## config.mk

```make
export PLATFORM = sky130hd
export DESIGN_NAME = m3i_queue
export DESIGN_NICKNAME = d
export VERILOG_FILES = /design/src/m3inv_pkg.sv /design/src/m3i_queue.sv
export SDC_FILE = /design/constraint.sdc
export NUM_CORES = 1
export LEC_CHECK = 0
export BUFFER_PORTS_ARGS = -buffer_cell sky130_fd_sc_hd__clkbuf_2
export CAP_MARGIN = 20
export CORE_ASPECT_RATIO = 1.25
export CORE_MARGIN = 2
export CORE_UTILIZATION = 57
export CTS_CLUSTER_SIZE = 30
export DETAILED_ROUTE_END_ITERATION = 10
export PLACE_DENSITY = 0.83
export SYNTH_ARGS = -nofsm -noshare
export SYNTH_HDL_FRONTEND = slang
export SYNTH_SLANG_ARGS = --single-unit
```

## constraint.sdc

```tcl
create_clock -name clock -period 12.7 [get_ports clock]
set_input_delay 0 -clock clock [delete_from_list [all_inputs] [get_ports clock]]
set_output_delay 0 -clock clock [all_outputs]
set_load 0.01 [all_outputs]
```

## src/m3inv_pkg.sv

```systemverilog
// ----------------------------------------------------------------------------
// m3inv_pkg: shared types and constants for the 3x3 matrix inverse
// Element, cofactor and determinant types, the cofactor index table and
// the stage records of the quotient pipeline.
// ----------------------------------------------------------------------------
package m3inv_pkg;

   localparam int IN_FRAC_BITS  = 8;
   localparam int OUT_FRAC_BITS = 16;
   localparam int SCALE         = IN_FRAC_BITS + OUT_FRAC_BITS;
   localparam int QUO_W         = 32;
   localparam int PRE_SHIFT     = QUO_W - SCALE;
   localparam int NUM_ELEM      = 9;
   localparam int DIV_STAGES    = QUO_W;
   localparam int QUEUE_DEPTH   = 4;

   localparam logic [32:0] POS_LIMIT = 33'h0_7FFF_FFFF;
   localparam logic [32:0] NEG_LIMIT = 33'h0_8000_0000;
   localparam logic [31:0] POS_SAT   = 32'h7FFF_FFFF;
   localparam logic [31:0] NEG_SAT   = 32'h8000_0000;

   typedef logic [15:0] elem_type;
   typedef logic [32:0] adj_type;
   typedef logic [48:0] det_type;

   // adjugate element k = a[i0]*a[j0] - a[i1]*a[j1]
   localparam logic [3:0] ADJ_IDX [NUM_ELEM][4] = '{
      '{4'd4, 4'd8, 4'd7, 4'd5},
      '{4'd2, 4'd7, 4'd1, 4'd8},
      '{4'd1, 4'd5, 4'd2, 4'd4},
      '{4'd5, 4'd6, 4'd3, 4'd8},
      '{4'd0, 4'd8, 4'd2, 4'd6},
      '{4'd3, 4'd2, 4'd0, 4'd5},
      '{4'd3, 4'd7, 4'd6, 4'd4},
      '{4'd6, 4'd1, 4'd0, 4'd7},
      '{4'd0, 4'd4, 4'd3, 4'd1}
   };

   typedef struct packed {
      adj_type [NUM_ELEM-1:0] adj;
      det_type                det;
   } job_type;

   typedef struct packed {
      logic [47:0] rem;
      logic [31:0] quo;
      logic [31:0] dlo;
      logic        neg;
      logic        ovf;
   } lane_type;

   typedef struct packed {
      lane_type [NUM_ELEM-1:0] lane;
      logic [47:0]             dabs;
      det_type                 det;
      logic                    sing;
   } stage_type;

endpackage

```

## src/m3i_queue.sv

```systemverilog
// ----------------------------------------------------------------------------
// m3i_queue: job queue between front end and divider
// Small register queue that decouples the two sides.
// ----------------------------------------------------------------------------
module m3i_queue (
   input  logic               clock,
   input  logic               reset,
   input  logic               push,
   input  m3inv_pkg::job_type push_job,
   input  logic               pop,
   output m3inv_pkg::job_type head_job,
   output logic               full,
   output logic               empty
);

   m3inv_pkg::job_type entry_ff [m3inv_pkg::QUEUE_DEPTH];
   logic [1:0]         wr_ff, rd_ff;
   logic [2:0]         count_ff;

   assign full     = (count_ff == 3'(m3inv_pkg::QUEUE_DEPTH));
   assign empty    = (count_ff == 3'd0);
   assign head_job = entry_ff[rd_ff];

   always_ff @(posedge clock) begin
      if (reset) begin
         wr_ff    <= 2'd0;
         rd_ff    <= 2'd0;
         count_ff <= 3'd0;
      end else begin
         if (push) begin
            wr_ff <= wr_ff + 2'd1;
         end
         if (pop) begin
            rd_ff <= rd_ff + 2'd1;
         end
         if (push && !pop) begin
            count_ff <= count_ff + 3'd1;
         end else if (pop && !push) begin
            count_ff <= count_ff - 3'd1;
         end
      end
   end

   always_ff @(posedge clock) begin
      if (push) begin
         entry_ff[wr_ff] <= push_job;
      end
   end

endmodule

```

======== Yosys cells after proc, flatten, opt, wreduce, memory -nomap -nowiden ========
Memories as Yosys holds them, arrays and structs flattened. A register that Yosys moved wholly into a read port is not among the register bits.
Index checks and enable logic that the tools add are counted.
storage, ports and cells
  RAM bits ................................ 1384
  bits in registers ....................... 7
  word-level logic and storage cells ...... 21
  memories ................................ 1
  memory bits (read-only) ................. 0
  output and inout port bits .............. 348
  input port bits ......................... 350
  latch bits .............................. 0
operators by class
  bitwise operators ....................... 0
  reductions and logical operators ........ 6
  multiply operators ...................... 0
  magnitude comparators ................... 0
  $add $sub $neg .......................... 4
  div/mod/pow operators ................... 0
  muxes and demuxes ....................... 6
  shifts and indexed selects .............. 0
  equality and inequality tests ........... 1
memory list
  memory    depth  bits a word  rd ports  clocked after memory_dff  wr ports  RTL line         text
  entry_ff  4      346          1         1                         1         m3i_queue.sv:16  m3inv_pkg::job_type entry_ff [m3inv_pkg::QUEUE_DEPTH];
operator list
  kind                                              number
  two-way mux 3 bit                                 2
  adder 2 x 1 -> 2 bit, second input constant       2
  two-way mux 2 bit                                 2
  adder 3 x 1 -> 3 bit, second input constant       1
  == test 3 bit, second input constant              1
  logical NOT 3 bit                                 1
  subtractor 3 x 1 -> 3 bit, second input constant  1
  logical AND 1 bit                                 2
  logical NOT 1 bit                                 2
  two-way mux 1 bit                                 2
  nonzero test 2 bit                                1

======== Depth between registers and ports, before layout ========
  depth in word-level cells ............... 4
  gate-level depth with buffers ........... 7
  gate-level depth less buffers ........... 7

======== Worst setup path before layout ========
No wires, ideal clock.
  path kind ............................... flip-flop to flip-flop
  start ................................... register wr_ff[0]
  end ..................................... memory entry_ff[0][0] in the netlist's numbering (enable)
  setup time .............................. 0.751 ns
  data arrival time ....................... 8.359 ns
  clock period less this slack ............ 9.110 ns
  path buffers ............................ 0
  cell stages (with the launch flop) ...... 4
  setup slack ............................. 3.590 ns
  data required time ...................... 11.949 ns
  cell sequence ........................... dfxtp_1 > inv_1 > ha_1 > and2_1
RTL lines
  item                      RTL line         text
  start: declaration        m3i_queue.sv:17  logic [1:0] wr_ff, rd_ff;
  start signal: assignment  m3i_queue.sv:31  wr_ff <= wr_ff + 2'd1;
  end: declaration          m3i_queue.sv:16
Straight into the memory's write port.

==> impl_metrics.json <==
{
  "cp_max_fo": 50,
  "syn_area_per_cell_um2": 27.39,
  "hold_depth": 2,
  "pin_count": 698,
  "path_common_cell": "buf_4",
  "final_cell_mix": "edfxtp_1, clkbuf_2, dlygate4sd3_1",
  "hold_viol": 0,
  "ant_nets": 0,
  "max_stage_delay_ns": 1.03,
  "route.met2.wl_um": 72830,
  "syn_to_final_growth_pct": 23.70,
  "finalNonFillerCells": 4301,
  "path_clk_slew_ns": 0.07,
  "top_layer": "met5",
  "fin_crit_sh_pct": 40.39,
  "hp-class": "input pin to flip-flop",
  "rows": 122,
  "die-width_um": 270.7,
  "max_slew_margin_pct": 20.75,
  "initialDrtViolationCount": 3742,
  "antenna_found_initial": 26,
  "drv_slew": 0,
  "ys_warn_count": 0,
  "critical_path.slowest_cell": "dfxtp_4",
  "grt_usage_pct": 29.39,
  "crit_buf_inv": 4,
  "layout_min_cycle_time_ns": 5.129,
  "run_status": "complete, no violations",
  "wl_met1_um": 44070,
  "cpLargestDelayFamily": "buffers and inverters",
  "htree_num_levels": 3,
  "syn_nets": 2207,
  "grt_overflow_total": 0,
  "arrival_ns": 5.13,
  "vias": 26876,
  "drive_gt1_share_pct": 40.17,
  "p_leak_nw": 21.29,
  "numCtsBuffers": 121,
  "cts_tree": "yes",
  "clk_latency_ns": 0.69,
  "die-area_um2": 91360,
  "powerDensity_nw_per_um2": 162.1,
  "routabilityCongestion": 0.8124,
  "synth_area_leaders": "edfxtp_1, mux4_2, buf_12",
  "worstSetupStartpointType": "flip-flop",
  "grt_pass1_wl_um": 194700,
  "portBuffers": 697,
  "cts_max_path_buffers": 3,
  "worstSetupPathType": "flip-flop to output port",
  "irDropWorstVdd_v": 0.0001582,
  "core-area_um2": 88380,
  "viasPerCell": 6.249,
  "netlist_instances": 1851,
  "grt_pass1_vias": 28237,
  "dp_cells": 3670,
  "ff2ff_path_depth": 6,
  "start_util_pct": 57.36,
  "worstMarginPinSlew_ns": 1.189,
  "setup_violations": 0,
  "synth_top_area_share_pct": 81.98,
  "netlist_area_um2": 50700,
  "die_h_um": 337.4,
  "setup-tns-final_ns": 0,
  "drv_cap": 0,
  "clock.fmax_mhz": 195.0,
  "ys_ff_latch": 1393,
  "ys_types": 21,
  "fin_nets": 3346,
  "cts_resized": 0,
  "critPathRequiredTime_ns": 12.70,
  "layout_commonest_cell": "edfxtp_1",
  "yosys.area.top_type": "edfxtp_1",
  "wl_per_cell_um": 32.01,
  "totalWireLength_um": 137700,
  "crit_path_cell_trace": "buf_4 > buf_4 > buf_4 > mux4_2 > clkbuf_2",
  "timing.critical_path.depth": 5,
  "rsz0062_at_grt": "false",
  "drc": 0,
  "ys_seq_area_share_pct": 82.33,
  "fin_skew_ns": 0.04919,
  "first_pass_iters": 6,
  "grt_max_degree": 158,
  "met3_length_um": 14270,
  "hpwl_um": 66870,
  "n_fill_cell": 4603,
  "crit_path_end_kind": "output port",
  "clk_root_buffer_cell": "clkbuf_16",
  "cts_sinks": 1393
}
[power by group]
group          internal (W)  switching, W
sequential          0.00529     0.0000940
combinational      0.000493      0.000634
clock               0.00195       0.00170
total               0.00774       0.00243
[state kept, by name (all words and copies together) (netlist names), named ones only]
| name | cells |
|---|---|
| wr_ff | 2 |
| rd_ff | 2 |
| count_ff | 3 |
| entry_ff | 1384 |
[Yosys cell counts]
cell type / count
edfxtp_1: 1384
mux4_2: 346
buf_2: 35
buf_12: 33
dfxtp_1: 9
nor2_1: 7
buf_6: 6
ha_1: 5
and2_1: 4
clkbuf_1: 4
inv_1: 4
xor2_1: 3
mux2i_1: 2
xnor2_1: 2
a21oi_1: 1
fa_1: 1
nand2_1: 1
nor3_1: 1
nor3b_1: 1
o21ai_0: 1
or3_1: 1
[per-stage QoR]
| step | util (%) | instance area, µm² | hold WS [ns] | total power (W) | worst slack (ns) |
|---|---|---|---|---|---|
| after CTS | 70.80 | 62580 | 0.001022 | 0.01008 | 7.350 |
| after global routing | 70.92 | 62680 | 0.02961 | 0.01040 | 7.043 |
| after global placement | 62.21 | 54990 | 0.2106 | 0.006366 | 8.246 |
| final | 70.95 | 62710 | 0.05451 | 0.01017 | 7.571 |
| after detailed placement | 62.21 | 54990 | 0.2207 | 0.006416 | 8.164 |
| after floorplan | - | 50700 | 0.09887 | 0.006086 | 3.590 |
[cells by family after synthesis]
| kind of cell | count (synthesis) | share of synthesized area [%] |
|---|---|---|
| DFF | 1393 | 82.33 |
| muxes | 348 | 15.41 |
| buffers and inverters | 82 | 1.841 |
| and+or+nand+nor | 15 | 0.1456 |
| adders and majority gates | 6 | 0.1629 |
| xor gates and xnor gates | 5 | 0.08640 |
| AOI/OAI and AO/OA | 2 | 0.01973 |
[worst register-to-register path, cell delays in order (launching register included)]
cell and delay, ns:
dfxtp_1 0.38, inv_1 0.14, ha_1 0.19, and2_4 0.84, buf_4 0.75, buf_4 0.83, buf_4 0.80
[worst paths after layout]
path / start / endpoint / slack (ns)
hold / removal: push_job[97] / entry_ff[2][97] / 0.05
setup reg to reg: wr_ff[0] / entry_ff[2][74] / 8.31
setup / recovery: flip-flop / head_job[106] / 7.57
hold reg to reg: rd_ff[1] / flip-flop / 0.64
[per-layer routing]
layer / global-route usage (%) / vias up
li1: - / 10394
met1: 35.19 / 13831
met2: 51.41 / 2258
met3: 7.018 / 387
met4: 12.54 / 6
met5: 0 / -
[area by class of cell]
cell class                      instances  area, µm²  share of cell area (%)
Sequential cell                      1393      41750                   66.57
Multi-Input combinational cell        376       8033                   12.81
Timing Repair Buffer                 1094       7505                   11.97
Clock buffer                          150       3137                   5.002
Tap cell                             1178       1474                   2.350
Clock inverter                         75      723.2                   1.153
Antenna cell                           31      77.57                  0.1237
Inverter                                4      15.01                 0.02394
[repair_timing]
action,CTS,global route
hold buffers,373,0
endpoints found under the hold margin,1393,0
buffers inserted,0,0
Power figures use the tool's default switching activity.
